## src/icpd_pkg.sv

```systemverilog
`timescale 1ns / 1ps
`default_nettype none

package icpd_pkg;

    localparam logic OP_WRITE = 1'b0;
    localparam logic OP_READ  = 1'b1;

    localparam logic [3:0] OFF_BASIC_PEND    = 4'd0;
    localparam logic [3:0] OFF_PEND_BANK1    = 4'd1;
    localparam logic [3:0] OFF_PEND_BANK2    = 4'd2;
    localparam logic [3:0] OFF_ENABLE_BANK1  = 4'd4;
    localparam logic [3:0] OFF_ENABLE_BANK2  = 4'd5;
    localparam logic [3:0] OFF_ENABLE_BASIC  = 4'd6;
    localparam logic [3:0] OFF_DISABLE_BANK1 = 4'd7;
    localparam logic [3:0] OFF_DISABLE_BANK2 = 4'd8;
    localparam logic [3:0] OFF_DISABLE_BASIC = 4'd9;

    localparam int SC_COUNT = 11;

    localparam logic [6:0] SC_SOURCE [SC_COUNT] = '{
        7'd7, 7'd9, 7'd10, 7'd18, 7'd19, 7'd53, 7'd54, 7'd55, 7'd56, 7'd57, 7'd62
    };

    localparam logic [31:0] SC_IN_BANK1 = 32'h000c_0680;
    localparam logic [31:0] SC_IN_BANK2 = 32'h43e0_0000;

    typedef struct packed {
        logic [31:0] bank1;
        logic [31:0] bank2;
        logic [7:0]  basic;
    } enable_t;

    typedef struct packed {
        logic [31:0] read_data;
        logic        irq_out;
        logic [6:0]  next_irq;
        logic        next_valid;
    } result_t;

    // Index of the highest set bit, found by halving the word five times.
    function automatic logic [4:0] top_bit32(logic [31:0] v);
        logic [31:0] w;
        logic [4:0]  n;
        w = v;
        n = '0;
        if (w[31:16] != '0)
        begin
            n[4] = 1'b1;
            w    = w >> 16;
        end
        if (w[15:8] != '0)
        begin
            n[3] = 1'b1;
            w    = w >> 8;
        end
        if (w[7:4] != '0)
        begin
            n[2] = 1'b1;
            w    = w >> 4;
        end
        if (w[3:2] != '0)
        begin
            n[1] = 1'b1;
            w    = w >> 2;
        end
        if (w[1])
        begin
            n[0] = 1'b1;
        end
        return n;
    endfunction

endpackage

`default_nettype wire

```

## src/icpd_enable_regs.sv

```systemverilog
`timescale 1ns / 1ps
`default_nettype none

module icpd_enable_regs (
    input  wire logic            clk,
    input  wire logic            rst_n,
    input  wire logic            commit,
    input  wire logic            op,
    input  wire logic [3:0]      reg_offset,
    input  wire logic [31:0]     write_data,
    output icpd_pkg::enable_t    enable_next
);
    import icpd_pkg::*;

    enable_t enable_reg;

    always_comb
    begin
        enable_next = enable_reg;
        if (op == OP_WRITE)
        begin
            unique case (reg_offset)
                OFF_ENABLE_BANK1:  enable_next.bank1 = enable_reg.bank1 | write_data;
                OFF_ENABLE_BANK2:  enable_next.bank2 = enable_reg.bank2 | write_data;
                OFF_ENABLE_BASIC:  enable_next.basic = enable_reg.basic | write_data[7:0];
                OFF_DISABLE_BANK1: enable_next.bank1 = enable_reg.bank1 & ~write_data;
                OFF_DISABLE_BANK2: enable_next.bank2 = enable_reg.bank2 & ~write_data;
                OFF_DISABLE_BASIC: enable_next.basic = enable_reg.basic & ~write_data[7:0];
                default:           enable_next = enable_reg;
            endcase
        end
    end

    always_ff @(posedge clk or negedge rst_n)
    begin
        if (!rst_n)
        begin
            enable_reg <= '0;
        end
        else if (commit)
        begin
            enable_reg <= enable_next;
        end
    end

`ifndef ASSERT_OFF
    assert property (@(posedge clk) disable iff (!rst_n)
        commit && op == OP_WRITE && reg_offset == OFF_DISABLE_BANK1
        |=> (enable_reg.bank1 & $past(write_data)) == '0)
        else $error("Bank 1 disable left a bit enabled.");

    assert property (@(posedge clk) disable iff (!rst_n)
        commit && op == OP_WRITE && reg_offset == OFF_ENABLE_BANK1
        |=> (enable_reg.bank1 & $past(write_data)) == $past(write_data))
        else $error("Bank 1 enable did not set every requested bit.");

    assert property (@(posedge clk) disable iff (!rst_n)
        !commit |=> $stable(enable_reg))
        else $error("Enable masks changed without an item.");
`endif

endmodule

`default_nettype wire

```

## src/icpd_decode.sv

```systemverilog
`timescale 1ns / 1ps
`default_nettype none

module icpd_decode (
    input  wire logic             op,
    input  wire logic [3:0]       reg_offset,
    input  wire logic [31:0]      lines_bank1,
    input  wire logic [31:0]      lines_bank2,
    input  wire logic [7:0]       lines_basic,
    input  wire icpd_pkg::enable_t enable,
    output icpd_pkg::result_t     result
);
    import icpd_pkg::*;

    logic [31:0]         pend1;
    logic [31:0]         pend2;
    logic [7:0]          pend_basic;
    logic [63:0]         pend_all;
    logic [SC_COUNT-1:0] sc_pend;
    logic                sum1;
    logic                sum2;
    logic [31:0]         basic_word;
    logic [4:0]          top1;
    logic [4:0]          top2;
    logic [4:0]          top_sc;
    logic [4:0]          top_basic;

    always_comb
    begin
        pend1      = lines_bank1 & enable.bank1;
        pend2      = lines_bank2 & enable.bank2;
        pend_basic = lines_basic & enable.basic;
        pend_all   = {pend2, pend1};
        for (int i = 0; i < SC_COUNT; i++)
        begin
            sc_pend[i] = pend_all[SC_SOURCE[i][5:0]];
        end
        sum1       = (pend1 & ~SC_IN_BANK1) != '0;
        sum2       = (pend2 & ~SC_IN_BANK2) != '0;
        basic_word = {11'd0, sc_pend, sum2, sum1, pend_basic};
        top1       = top_bit32(pend1);
        top2       = top_bit32(pend2);
        top_sc     = top_bit32({21'd0, sc_pend});
        top_basic  = top_bit32({24'd0, pend_basic});
    end

    always_comb
    begin
        result.read_data = '0;
        if (op == OP_READ)
        begin
            unique case (reg_offset)
                OFF_BASIC_PEND:   result.read_data = basic_word;
                OFF_PEND_BANK1:   result.read_data = pend1;
                OFF_PEND_BANK2:   result.read_data = pend2;
                OFF_ENABLE_BANK1: result.read_data = enable.bank1;
                OFF_ENABLE_BANK2: result.read_data = enable.bank2;
                OFF_ENABLE_BASIC: result.read_data = {24'd0, enable.basic};
                default:          result.read_data = '0;
            endcase
        end

        result.irq_out    = basic_word != '0;
        result.next_irq   = '0;
        result.next_valid = 1'b0;
        if (sum1)
        begin
            result.next_irq   = {2'b00, top1};
            result.next_valid = 1'b1;
        end
        else if (sum2)
        begin
            result.next_irq   = {2'b01, top2};
            result.next_valid = 1'b1;
        end
        else if (sc_pend != '0)
        begin
            result.next_irq   = SC_SOURCE[top_sc[3:0]];
            result.next_valid = 1'b1;
        end
        else if (pend_basic != '0)
        begin
            result.next_irq   = {4'b1000, top_basic[2:0]};
            result.next_valid = 1'b1;
        end
    end

endmodule

`default_nettype wire

```

## src/interrupt_controller_priority_decode.sv

```systemverilog
`timescale 1ns / 1ps
`default_nettype none

// Channel  Handshake            Payload
// input    in_valid, in_stall   op, reg_offset, write_data, lines_bank1/2, lines_basic
// output   out_valid, out_stall read_data, irq_out, next_irq, next_valid
//
// One item per cycle unless stalled; items go from the input to the result register.
// Reset clears all enable masks and both valid flags.
// The enable masks are updated when an item moves from the input register
// into the result register, so each item sees its own write and those before it.
// A stalled result holds the input register, and in_stall rises only then.

module interrupt_controller_priority_decode (
    input  wire logic        clk,
    input  wire logic        rst_n,
    input  wire logic        in_valid,
    output logic             in_stall,
    input  wire logic        op,
    input  wire logic [3:0]  reg_offset,
    input  wire logic [31:0] write_data,
    input  wire logic [31:0] lines_bank1,
    input  wire logic [31:0] lines_bank2,
    input  wire logic [7:0]  lines_basic,
    output logic             out_valid,
    input  wire logic        out_stall,
    output logic [31:0]      read_data,
    output logic             irq_out,
    output logic [6:0]       next_irq,
    output logic             next_valid
);
    import icpd_pkg::*;

    logic        s1_valid_reg;
    logic        s1_op_reg;
    logic [3:0]  s1_offset_reg;
    logic [31:0] s1_wdata_reg;
    logic [31:0] s1_lines1_reg;
    logic [31:0] s1_lines2_reg;
    logic [7:0]  s1_lines_basic_reg;
    logic        out_valid_reg;
    result_t     result_reg;
    result_t     result_next;
    enable_t     enable_next;
    logic        advance;
    logic        load;

    assign advance  = s1_valid_reg && (!out_valid_reg || !out_stall);
    assign in_stall = s1_valid_reg && !advance;
    assign load     = in_valid && !in_stall;

    icpd_enable_regs u_enable (
        .clk         (clk),
        .rst_n       (rst_n),
        .commit      (advance),
        .op          (s1_op_reg),
        .reg_offset  (s1_offset_reg),
        .write_data  (s1_wdata_reg),
        .enable_next (enable_next)
    );

    icpd_decode u_decode (
        .op          (s1_op_reg),
        .reg_offset  (s1_offset_reg),
        .lines_bank1 (s1_lines1_reg),
        .lines_bank2 (s1_lines2_reg),
        .lines_basic (s1_lines_basic_reg),
        .enable      (enable_next),
        .result      (result_next)
    );

    always_ff @(posedge clk or negedge rst_n)
    begin
        if (!rst_n)
        begin
            s1_valid_reg  <= 1'b0;
            out_valid_reg <= 1'b0;
        end
        else
        begin
            if (load)
            begin
                s1_valid_reg <= 1'b1;
            end
            else if (advance)
            begin
                s1_valid_reg <= 1'b0;
            end
            if (advance)
            begin
                out_valid_reg <= 1'b1;
            end
            else if (!out_stall)
            begin
                out_valid_reg <= 1'b0;
            end
        end
    end

    always_ff @(posedge clk)
    begin
        if (load)
        begin
            s1_op_reg          <= op;
            s1_offset_reg      <= reg_offset;
            s1_wdata_reg       <= write_data;
            s1_lines1_reg      <= lines_bank1;
            s1_lines2_reg      <= lines_bank2;
            s1_lines_basic_reg <= lines_basic;
        end
        if (advance)
        begin
            result_reg <= result_next;
        end
    end

    assign out_valid  = out_valid_reg;
    assign read_data  = result_reg.read_data;
    assign irq_out    = result_reg.irq_out;
    assign next_irq   = result_reg.next_irq;
    assign next_valid = result_reg.next_valid;

`ifndef ASSERT_OFF
    assert property (@(posedge clk) disable iff (!rst_n)
        in_stall |-> s1_valid_reg && out_valid_reg)
        else $error("Input stalled while the pipeline has room.");

    assert property (@(posedge clk) disable iff (!rst_n)
        out_valid_reg && result_reg.next_valid |-> result_reg.irq_out)
        else $error("Next interrupt reported without a request.");

    assert property (@(posedge clk) disable iff (!rst_n)
        advance && s1_op_reg == OP_WRITE |=> result_reg.read_data == '0)
        else $error("Write item returned nonzero read data.");
`endif

endmodule

`default_nettype wire

```

## config.mk

```make
export PLATFORM = sky130hd
export DESIGN_NAME = interrupt_controller_priority_decode
export DESIGN_NICKNAME = d
export VERILOG_FILES = /design/src/icpd_pkg.sv /design/src/icpd_enable_regs.sv /design/src/icpd_decode.sv /design/src/interrupt_controller_priority_decode.sv
export SDC_FILE = /design/constraint.sdc
export NUM_CORES = 1
export LEC_CHECK = 0
export BUFFER_PORTS_ARGS = -buffer_cell sky130_fd_sc_hd__buf_2
export CORE_ASPECT_RATIO = 0.6
export CORE_MARGIN = 2
export CORE_UTILIZATION = 41
export DETAILED_ROUTE_END_ITERATION = 7
export HOLD_SLACK_MARGIN = 0.12
export SLEW_MARGIN = 20
export SYNTH_ARGS = -nofsm -noshare
export SYNTH_HDL_FRONTEND = slang
export SYNTH_SLANG_ARGS = --single-unit
```

## constraint.sdc

```tcl
create_clock -name clk -period 6.9 [get_ports clk]
set_input_delay 1.035 -clock clk [delete_from_list [all_inputs] [get_ports clk]]
set_output_delay 1.035 -clock clk [all_outputs]
set_load 0.05 [all_outputs]
```

# Word-level counts from Yosys, hierarchy flattened
# Memory sizes are Yosys's and may differ from the RTL's.
# Index checks and enable logic that the tools add are counted.
dict set report totals {
  ff_bits 224
  rom_bits 112
  in_bits 113
  memories 1
}
# memory words word_bits read_ports rd_ports_with_merged_regs wr line
set memory_table {}
lappend memory_table {{(name not given)} 16 7 1 0 0 icpd_decode.sv:78} ;# result.next_irq = SC_SOURCE[top_sc[3:0]];
dict set report classes {
  n_lt_le_gt_ge 1
  n_eq_ne 9
  muxes 45
  n_bitwise 12
  reduce_logical 30
}
# operator count
set ops {}
lappend ops {{one-hot mux 32 bit (6 select lines)} 1}
lappend ops {{AND 32 bit} 4}
lappend ops {{one-hot mux 32 bit (2 select lines)} 2}
lappend ops {{nonzero test 32 bit} 3}
lappend ops {{2-to-1 mux 72 bit} 1}
lappend ops {{OR 32 bit} 2}
lappend ops {{2-to-1 mux 8 bit} 5}
lappend ops {{2-to-1 mux 16 bit} 2}
lappend ops {{NOT 32 bit} 1}
lappend ops {{nonzero test 16 bit} 2}
lappend ops {{nonzero test 8 bit} 3}
lappend ops {{2-to-1 mux 1 bit} 21}
lappend ops {{2-to-1 mux 7 bit} 3}
lappend ops {{AND 8 bit} 2}
lappend ops {{== test 4 x 3 -> 1 bit, second input constant} 4}
lappend ops {{2-to-1 mux 4 bit} 4}
lappend ops {{one-hot mux 8 bit (2 select lines)} 1}
lappend ops {{nonzero test 4 bit} 4}
lappend ops {{nonzero test 11 bit} 1}
lappend ops {{nonzero test 2 bit} 5}
lappend ops {{== test 4 bit, second input constant} 2}
lappend ops {{2-to-1 mux 2 bit} 4}
lappend ops {{NOT 8 bit} 1}
lappend ops {{OR 8 bit} 1}
lappend ops {{13 further kinds} 18}

# Longest topological paths before layout
# Gate-level depths: netlist (run 1).
dict set report logic_depth {
  word_depth 19
  depth_mapped 15
  ltp_nobuf 10
}

# Hierarchy
# A second synthesis (run 1) with hierarchy kept.
dict set report hier_totals {
  cells_unflattened 999
  hier_area_um2 10950.5
}
# module n_inst cells_each area_per_inst_um2 seq_area_each_um2
set modules_own_cells {}
lappend modules_own_cells {interrupt_controller_priority_decode 1 158 4596.9 4554.4}
lappend modules_own_cells {icpd_enable_regs 1 469 3933.8 1801.7}
lappend modules_own_cells {icpd_decode 1 372 2419.8 0.0}

# Worst setup path after synthesis (run 1)
# No wires, ideal clock.
dict set report synth_timing {
  path_kind {in2reg}
  from {in out_stall}
  to {reg s1_lines1_reg[0], enable pin}
  setup_ns 0.481
  arrival_time_ns 3.688
  setup_slack_ns 2.731
  path_stages 2
  path_buffers 0
  path_cell_list {nand3_1 -> and2_1}
}
dict set report synth_via {
  elab_chain_len 7
}
# item line
set synth_rtl {}
lappend synth_rtl {{start: declaration} interrupt_controller_priority_decode.sv:26} ;# input wire logic out_stall,
lappend synth_rtl {{logical NOT 1 bit} n/a}
lappend synth_rtl {{logical OR 1 bit} interrupt_controller_priority_decode.sv:48} ;# assign advance = s1_valid_reg && (!out_valid_reg || !out_stall);
lappend synth_rtl {{logical AND 1 bit} interrupt_controller_priority_decode.sv:48}
lappend synth_rtl {{logical NOT 1 bit} interrupt_controller_priority_decode.sv:49} ;# assign in_stall = s1_valid_reg && !advance;
lappend synth_rtl {{logical AND 1 bit} interrupt_controller_priority_decode.sv:49}
lappend synth_rtl {{logical NOT 1 bit} interrupt_controller_priority_decode.sv:50} ;# assign load = in_valid && !in_stall;
lappend synth_rtl {{logical AND 1 bit} interrupt_controller_priority_decode.sv:50}
lappend synth_rtl {{named net load} interrupt_controller_priority_decode.sv:46} ;# logic load;
lappend synth_rtl {{end signal: assignment} interrupt_controller_priority_decode.sv:107} ;# s1_lines1_reg <= lines_bank1;
lappend synth_rtl {{end: declaration} interrupt_controller_priority_decode.sv:38} ;# logic [31:0] s1_lines1_reg;
# The timed path passes the listed nets, and every way through them passes these cells.
# A chain may end at the register's enable or synchronous reset.

==> results of run 1 <==
==> power groups by stage <==
| stage | combinational (W) | clock [W] | sequential (W) |
|---|---|---|---|
| floorplan | 0.000506 | 0 | 0.00179 |
| global placement | 0.000877 | 0 | 0.00175 |
| global route | 0.000962 | 0.00131 | 0.00174 |
| CTS | 0.000868 | 0.00126 | 0.00172 |
| detailed placement | 0.000864 | 0 | 0.00175 |
| finish | 0.000892 | 0.00124 | 0.00173 |
==> logic make-up after synthesis <==
| family | count (synthesis) |
|---|---|
| AOI/OAI and AO/OA | 483 |
| and+or+nand+nor | 343 |
| DFF | 224 |
| buffers and inverters | 67 |
| xor gates and xnor gates | 1 |
| muxes | 1 |
==> worst max-delay path: stages (launching register included) <==
cell      delay [ns]
edfxtp_1        0.88
and4b_1         0.83
a21oi_1         0.15
a31oi_1         0.45
nand2_1         0.19
nor4_2          0.74
nand4_1         0.67
nor2_1          0.44
o21ai_0         0.21
a22oi_1         0.25
a311oi_1        0.07
==> metal layers <==
metal	track usage, %	wire [um]
met1	45.3	19000
met4	4.19	516
met3	8.63	5330
met2	31.8	13800
met5	0	0
==> area by class of cell <==
cell class	instances	area [um^2]	share of cell area (%)
Inverter	3	11.3	0.0859
Multi-Input combinational cell	828	4620	35.2
Sequential cell	224	6360	48.5
Timing Repair Buffer	176	937	7.14
Clock inverter	12	118	0.897
Clock buffer	28	624	4.76
Tap cell	360	450	3.43
==> final timing paths <==
kind	start	end
setup reg to reg	s1_offset_reg[0]	next_irq[0]
max in group asynchronous	rst_n	u_enable.enable_reg[67]
setup / recovery	s1_offset_reg[0]	next_irq[0]
hold / removal	s1_valid_reg	out_valid
hold reg to reg	s1_valid_reg	out_valid
min in group asynchronous	rst_n	s1_valid_reg
==> cells in the final DEF, fill, tap and decap left out, drive strengths merged, types with 4 or more instances in the layout <==
cell type	synthesis	final
edfxtp	150	150
buf	13	176
and2	6	6
nor2b	37	37
nand3	16	16
o22ai	15	15
nand3b	6	6
a221oi	4	4
clkbuf	51	28
a31oi	53	53
nand4	5	5
nand2	131	131
a21o	5	5
a22oi	7	7
nor4	7	7
a21oi	82	82
a211oi	14	14
nor2	74	74
a211o	4	4
clkinv	0	8
o21ai	240	240
o211ai	10	10
dfrtp	74	74
a21boi	18	18
o221ai	5	5
nand2b	26	26
nor3	11	11
==> stage by stage <==
step                      worst slack [ns]  std cells  hold WS, ns  instance area (um^2)  util [%]
final                                 1.76       1631        0.490                 13100      49.3
after floorplan                       2.73       1119        0.442                 11200         -
after detailed placement              1.90       1591        0.478                 12400      46.5
after global placement                2.00       1591        0.461                 12400      46.5
after CTS                             1.90       1631        0.493                 13100      49.3
after global routing                  1.50       1631        0.518                 13100      49.3
==> out/metrics.csv, run 1 <==
metric,value,unit
hold-fix buffers at CTS,0,
DRC marker count from the first detailed-route iteration,1436,
Synth area leader,edfxtp_1,
maximum fanout along the worst path,19,
Die H,132,um
top post-synthesis cells by count,"o21ai_0 (238), edfxtp_1 (150), nand2_1 (131)",
Synth Area in Simple Gates,15.2,%
vias,9873,
largest net degree at the start of global routing,75,
Post-synth EDFFs,150,
Resized cells post-CTS,0,
Slew @ Worst Pin,1.12,ns
RePlAce Congestion,0.998,
Post-CTS Setup Bufs,0,
Routed WL per cell,23.7,um
Relative slew margins,25.3,%
max reg flops,72,
Total GRT Usage,26.7,%
vias in the first global route,8734,
post-synthesis adder-cell area fraction,0,%
Filler cells,2479,
Final ANT Viol Nets,0,
PD cells,295,mW/mm^2
# port buffers,155,
Mapped Area,0.0112,mm^2
Die Wd,217,um
initial antenna violation count,0,
clk_skew,0.0129,ns
first-pass GRT wire length,57500,um
Hold/Removal Path Class,register to register,
CTS tree,built,
largest family of logic cells by synthesized area,compound AO/OA/AOI/OAI gates,
r2r setup slk,1.76,ns
Clock Tree Buf Depth,3,
post-route setup TNS,0,ns
HPWL after detailed placement,28500,um
core area,0.0266,mm^2
Cell Int Power,0.00260,W
switching share of power,32.6,%
Worst-Skew Late Latency,0.54,ns
ant diodes,0,
"Hold Vio Cnt, Final",0,
DR vias/cell,6.05,
LEAKAGE,4.91,nW
drt total wl,38600,um
Ports,156,
CTS Root Cell,clkbuf_16,
total net switching power,0.00126,W
Worst EP required,7.18,ns
total grt overflow,0,
Synth Area in XOR/XNOR,0.0784,%
top-count cell post-synth,o21ai_0,
DRT Pass-1 Iters,7,
Placement Rows,46,
Post-synth ARST share,33.0,%
outcome,completed,
largest cells by area after synthesis,"edfxtp_1 (40%), dfrtp_1 (17%), o21ai_0 (11%), nand2_1 (4.4%), a21oi_1 (3.7%)",
RSZ-0062 raised after global routing,no,
Max Cap Viol,0,
Comb power frac,23.1,%
Setup-failing EPs final,0,
area grow syn2layout,17.4,%
die area,0.0286,mm^2
CP Launch Type,register,
top_reg_cell synth,edfxtp_1,
mux contribution to synthesized area,0.101,%
Mean Syn Cell Area,9.98,um^2
"Seq/Total Area, Yosys",56.9,%
Tcrit/Tclk final,74.5,%
Starting Density,42.0,%
R2R cell count,10,
Cells after Synth,1119,
f_max,0.195,GHz
fin crit period,5.14,ns
Hold Path Stages,1,
DRC Markers,0,
#FFs+latches synth,224,
fin nets,1368,
Yosys top cell area share,40.3,%
yosys warns,0,
CTS sink count,224,
Synth Area in Compound Gates,25.2,%
CP arrival,5.42,ns
CTS H-tree lvls,1,
Seq pwr share,44.7,%
crit end category,register,
Netlist cell types,68,
Clock transition at path regs,0.07,ns
Peak supply drop,0.164,mV
crit path kind,register to register,
Mapped Nets,1232,
clock power share,32.2,%
share of post-route cells with drive strength above 1,19.0,%
power after layout,0.00386,W
Num CTS Buffers,22,
Final Max Slew Viols,0,
(Power assumes the default switching activity.)
==> run 2: changes to the inputs <==
==> constraint.sdc (replaced) <==
create_clock -name clk -period 5.2 [get_ports clk]
set_input_delay 0.78 -clock clk [delete_from_list [all_inputs] [get_ports clk]]
set_output_delay 0.78 -clock clk [all_outputs]
set_load 0.05 [all_outputs]
==> out/metrics.csv, run 2 (synthesis gave the netlist of run 1 again) <==
metric,value,unit,change
first-pass GRT wire length,58000,um,+1.0%
Max Cap Viol,0,,unchanged
most frequent CP cell,o21ai_0,,
"most common cell after layout, fill and taps aside",o21ai_0,,
HPWL after detailed placement,28900,um,+1.2%
R2R cell count,10,,unchanged
post-route setup TNS,0,ns,unchanged
max reg flops,72,,unchanged
CTS H-tree lvls,1,,unchanged
crit path kind,register to register,,
r2r setup slk,0.30,ns,-1.46 ns
LEAKAGE,4.99,nW,+1.5%
maximum fanout along the worst path,24,,+5
Starting Density,42.0,%,unchanged
# port buffers,155,,unchanged
Final ANT Viol Nets,0,,unchanged
f_max,0.204,GHz,+4.8%
clock power share,31.5,%,-0.7 points
CP bufs+invs,1,,+1
CTS sink count,224,,unchanged
Routed WL per cell,23.5,um,-0.87%
CTS tree,built,,
fin nets,1389,,+1.5%
"commonest cells after routing, fill and taps aside","o21ai_0 (238), buf_2 (155), edfxtp_1 (150)",,
DRC Markers,0,,unchanged
die area,0.0286,mm^2,unchanged
CP arrival,5.17,ns,-0.25 ns
ant diodes,0,,unchanged
Num CTS Buffers,22,,unchanged
worst setup margin,0.296,ns,-1.46 ns
vias in the first global route,9095,,+4.1%
Worst-Skew Late Latency,0.54,ns,about the same
fin crit period,4.90,ns,-0.236 ns
DRT Pass-1 Iters,7,,unchanged
total grt overflow,0,,unchanged
Reg-to-Reg End,next_irq[0],,
Tcrit/Tclk final,94.3,%,+20 points
switching share of power,32.9,%,+0.30 points
Total GRT Usage,26.8,%,+0.16 points
outcome,completed,,
Clock Tree Buf Depth,3,,unchanged
worst path cell trace,or4b_1 > buf_4 > o21ai_0 > a21boi_0 > a2111oi_0 > nand4bb_1 > nor2_1 > o21ai_0 > a22oi_1 > a311oi_1,,
Die H,132,um,unchanged
critical path's largest stage delay,0.90,ns,+0.02 ns
drt total wl,38800,um,+0.41%
RePlAce Congestion,0.991,,-0.70%
CP Launch Type,register,,
crit end category,register,,
Hold/Removal Path Class,primary input to async pin,,
core area,0.0266,mm^2,unchanged
share of post-route cells with drive strength above 1,20.0,%,+1.1 points
Cell Int Power,0.00344,W,+32%
Worst EP required,5.47,ns,-1.71 ns
Peak supply drop,0.243,mV,+48%
largest net degree at the start of global routing,62,,-17%
Slew @ Worst Pin,1.19,ns,+0.0682 ns
hold-fix buffers at CTS,0,,unchanged
DR vias/cell,6.00,,-0.85%
post-placement worst setup slack,0.576,ns,-1.32 ns
total net switching power,0.00169,W,+34%
Ports,156,,unchanged
CTS Root Cell,clkbuf_16,,
Placement Rows,46,,unchanged
clk_skew,0.0266,ns,+0.0136 ns
dpl cells,1612,,+1.3%
RSZ-0062 raised after global routing,no,,
vias,9915,,+0.43%
"Design Area, Final",0.0133,mm^2,+1.1%
initial antenna violation count,0,,unchanged
Setup-failing EPs final,0,,unchanged
Worst R2R Start,s1_offset_reg[0],,
Clock transition at path regs,0.07,ns,about the same
Relative slew margins,20.7,%,-4.6 points
Post-CTS Setup Bufs,0,,unchanged
"Hold Vio Cnt, Final",0,,unchanged
Comb power frac,23.7,%,+0.6 points
Finished Layout Cells,1652,,+1.3%
slowest library cell on the worst path,or4b_1,,
area grow syn2layout,18.7,%,
Die Wd,217,um,unchanged
placed cell areas,0.0125,mm^2,+1.3%
DRC marker count from the first detailed-route iteration,1225,,-15%
Resized cells post-CTS,0,,unchanged
Filler cells,2473,,-0.24%
PD cells,387,mW/mm^2,+31%
Final Max Slew Viols,0,,unchanged
Seq pwr share,44.8,%,about the same
"CP delay by family, top",simple AND/OR/NAND/NOR gates,,
[run 2: power by group through the flow]
stage,Combinational [W],Clock [W],Sequential (W)
after global routing,0.00132,0.00173,0.00232
after global placement,0.00119,0,0.00232
after CTS,0.00118,0.00166,0.00229
after floorplan,0.000671,0,0.00237
final,0.00122,0.00162,0.00230
after detailed placement,0.00118,0,0.00232
[run 2: area by class of cell]
cell class | count | area, um^2 | area share, %
Clock inverter | 11 | 131 | 0.991
Multi-Input combinational cell | 828 | 4610 | 34.7
Sequential cell | 224 | 6360 | 48.0
Clock buffer | 29 | 597 | 4.50
Tap cell | 360 | 450 | 3.40
Timing Repair Buffer | 197 | 1100 | 8.33
Inverter | 3 | 11.3 | 0.0850
[run 2: worst max path at each step]
stage,start,to,slack [ns],cells past startpoint
2_1_floorplan,out_stall,s1_lines1_reg[0],1.29,2
3_3_place_gp,s1_offset_reg[0],next_irq[3],0.55,9
3_5_place_dp,s1_offset_reg[0],next_irq[0],0.58,10
4_1_cts,s1_offset_reg[0],next_irq[0],0.56,10
5_1_grt,s1_offset_reg[0],next_irq[0],0.26,10
6_report,s1_offset_reg[0],next_irq[0],0.30,10
[run 2: per-stage QoR]
stage                     hold slack [ns]  utilization (%)  total power [W]
after floorplan                     0.442                -          0.00304
after global placement              0.464             47.1          0.00352
after detailed placement            0.465             47.1          0.00350
after CTS                           0.306             49.8          0.00513
after global routing                0.331             49.8          0.00537
final                               0.307             49.8          0.00513
[run 2: routing by layer]
metal | wire [um] | vias to the layer above | GRT usage [%]
met3 | 5550 | 32 | 11.3
met4 | 388 | 0 | 3.58
met2 | 14000 | 598 | 32.4
met5 | 0 | - | 0
met1 | 18800 | 4744 | 43.7
li1 | - | 4541 | -
==> run 3: changes to the inputs <==
--- a/config.mk
+++ b/config.mk
@@ -5,10 +5,12 @@
 export SDC_FILE = /design/constraint.sdc
 export NUM_CORES = 1
 export LEC_CHECK = 0
+export ABC_AREA = 1
 export BUFFER_PORTS_ARGS = -buffer_cell sky130_fd_sc_hd__buf_2
 export CORE_ASPECT_RATIO = 0.6
 export CORE_MARGIN = 2
 export CORE_UTILIZATION = 41
+export CTS_BUF_LIST = sky130_fd_sc_hd__clkbuf_8
 export DETAILED_ROUTE_END_ITERATION = 7
 export HOLD_SLACK_MARGIN = 0.12
 export SLEW_MARGIN = 20
==> out/metrics.csv, run 3 <==
metric,value,unit,change
"Design Area, Final",0.0129,mm^2,-2.4%
vias,9711,,-2.1%
CTS sink count,224,,unchanged
Resized cells post-CTS,0,,unchanged
max reg flops,72,,unchanged
Post-synth ARST share,33.0,%,unchanged
fin util,48.9,%,-0.98 points
LEAKAGE,5.59,nW,+12%
clk_skew,0.0228,ns,-0.00375 ns
Finished Layout Cells,1776,,+7.5%
Placement Rows,46,,unchanged
largest cells by area after synthesis,"edfxtp_1 (41%), dfrtp_1 (17%), nand2_1 (14%), o21ai_0 (4.8%), nor2_1 (2.9%)",,
post-route setup TNS,0,ns,unchanged
"commonest cells after routing, fill and taps aside","nand2_1 (406), buf_2 (154), edfxtp_1 (150)",,
CP startpoint,s1_offset_reg[2],,
Clock Tree Buf Depth,3,,unchanged
Relative slew margins,28.1,%,+7.4 points
Worst R2R Start,s1_offset_reg[2],,
slowest library cell on the worst path,nor2_2,,
Cells after Synth,1227,,+9.7%
top_reg_cell synth,edfxtp_1,,
vias in the first global route,8900,,-2.1%
core area,0.0265,mm^2,-0.43%
CP arrival,4.85,ns,-0.32 ns
most frequent CP cell,nand2_1,,
maximum fanout along the worst path,21,,-13%
RSZ-0062 raised after global routing,no,,
CP Launch Type,register,,
placed cell areas,0.0122,mm^2,-2.6%
first-pass GRT wire length,55400,um,-4.5%
f_max,0.220,GHz,+8.0%
yosys warns,0,,unchanged
Num CTS Buffers,36,,+64%
Tcrit/Tclk final,87.3,%,-7.0 points
CTS H-tree lvls,2,,+1
CP bufs+invs,2,,+1
area grow syn2layout,16.8,%,
top post-synthesis cells by count,"nand2_1 (406), edfxtp_1 (150), o21ai_0 (107)",,
Mapped Nets,1340,,+8.8%
CTS tree,built,,
fin crit period,4.54,ns,-0.363 ns
Mean Syn Cell Area,9.03,um^2,-9.6%
Mapped Area,0.0111,mm^2,-0.83%
DRC Markers,0,,unchanged
Setup-failing EPs final,0,,unchanged
crit end category,register,,
#FFs+latches synth,224,,unchanged
Post-synth EDFFs,150,,unchanged
Final ANT Viol Nets,0,,unchanged
ant diodes,0,,unchanged
Ports,156,,unchanged
Routed WL per cell,20.6,um,-12%
Yosys top cell area share,40.7,%,+0.34 points
PD cells,463,mW/mm^2,+20%
drt total wl,36600,um,-5.5%
top-count cell post-synth,nand2_1,,
Synth area leader,edfxtp_1,,
Total GRT Usage,25.9,%,-0.89 points
Max Cap Viol,0,,unchanged
initial antenna violation count,1,,+1
DR vias/cell,5.47,,-8.9%
die area,0.0284,mm^2,-0.81%
critical path's largest stage delay,0.60,ns,-0.30 ns
hold-fix buffers at CTS,0,,unchanged
Netlist cell types,42,,-38%
total grt overflow,0,,unchanged
DRT Pass-1 Iters,6,,-1
"most common cell after layout, fill and taps aside",nand2_1,,
power after layout,0.00600,W,+17%
HPWL after detailed placement,26500,um,-8.2%
CTS Root Cell,clkbuf_8,,
dpl cells,1710,,+6.1%
RePlAce Congestion,0.986,,-0.49%
Worst EP required,5.51,ns,+0.04 ns
Slew @ Worst Pin,1.07,ns,-0.114 ns
outcome,completed,,
Worst-Skew Late Latency,0.56,ns,+0.02 ns
"Seq/Total Area, Yosys",57.4,%,+0.48 points
crit path kind,register to register,,
Die H,131,um,-0.40%
largest net degree at the start of global routing,100,,+61%
Final Max Slew Viols,0,,unchanged
# port buffers,155,,unchanged
DRC marker count from the first detailed-route iteration,1232,,+0.57%
"CP delay by family, top",simple AND/OR/NAND/NOR gates,,
Hold/Removal Path Class,primary input to async pin,,
"Hold Vio Cnt, Final",0,,unchanged
Clock transition at path regs,0.08,ns,about the same
Die Wd,216,um,-0.41%
Starting Density,41.8,%,-0.17 points
Post-CTS Setup Bufs,0,,unchanged
fin nets,1501,,+8.1%
worst path cell trace,nor2_2 > nand2_2 > o21ai_0 > nand2_1 > nand2_2 > nand2_1 > nor2_1 > nand2_2 > nor2_4 > inv_1 > nand2_1 > nand2_1 > nand2_1 > nor2_4 > nand3_1 > nand2_1 > nor2_1 > inv_1 > a21oi_1 > nand2_1 > nand3_1 > nand2_1,,
share of post-route cells with drive strength above 1,19.8,%,-0.27 points
Peak supply drop,0.193,mV,-21%
[run 3: final timing paths]
check                      slack [ns]                       to  cells after the start
max                              0.66              next_irq[1]                     22
min                              0.22   u_enable.enable_reg[1]                      1
max reg2reg                      0.66              next_irq[1]                     22
min reg2reg                      0.48  u_enable.enable_reg[22]                      2
max in group asynchronous        3.99  u_enable.enable_reg[37]                      2
min in group clk                 0.40        s1_lines1_reg[20]                      1
[run 3: area by class of cell]
type | instances | area, um^2
clock inverters | 27 | 190
flip-flops and latches | 224 | 6360
repair buffers | 171 | 898
well taps | 360 | 450
clock buffers | 39 | 537
multi-input cells | 867 | 4170
inverters | 88 | 338
fillers | 2556 | 13500
[run 3: kinds of logic (layout without fill, tap and decap cells)]
kind of cell,after synthesis,after routing,share of synthesized area (%)
compound gates,273,273,14.7
simple gates,594,594,22.8
flops,224,224,57.4
buf+inv,136,325,5.09
[run 3: worst reg2reg max path, stage by stage (launching register included)]
cell	delay [ns]
edfxtp_1	0.44
nor2_2	0.60
nand2_2	0.53
o21ai_0	0.39
nand2_1	0.14
nand2_2	0.15
nand2_1	0.10
nor2_1	0.20
nand2_2	0.13
nor2_4	0.27
inv_1	0.16
nand2_1	0.09
nand2_1	0.07
nand2_1	0.12
nor2_4	0.07
nand3_1	0.06
nand2_1	0.06
nor2_1	0.21
inv_1	0.07
a21oi_1	0.20
nand2_1	0.10
nand3_1	0.10
nand2_1	0.06
[run 3: report_power, final]
part	internal (W)	leakage, nW	switching (W)
registers	0.00231	2.33	0.000197
logic	0.000532	2.83	0.00139
clock network	0.000845	0.422	0.000724
[run 3: per-stage QoR]
stage | hold WS [ns] | setup slack, ns
after floorplan | 0.443 | 1.62
after global placement | 0.455 | 0.850
after detailed placement | 0.460 | 0.826
after CTS | 0.214 | 0.825
after global routing | 0.235 | 0.250
final | 0.219 | 0.659
[run 3: metal layers]
| metal | share of wire [%] | global-route usage, % | vias to the layer above |
|---|---|---|---|
| met2 | 36 | 31.6 | 576 |
| met1 | 49 | 41.9 | 4533 |
| met3 | 13 | 9.35 | 51 |
| met4 | 1.9 | 6.54 | 0 |
| li1 | - | - | 4551 |
| met5 | 0 | 0 | - |
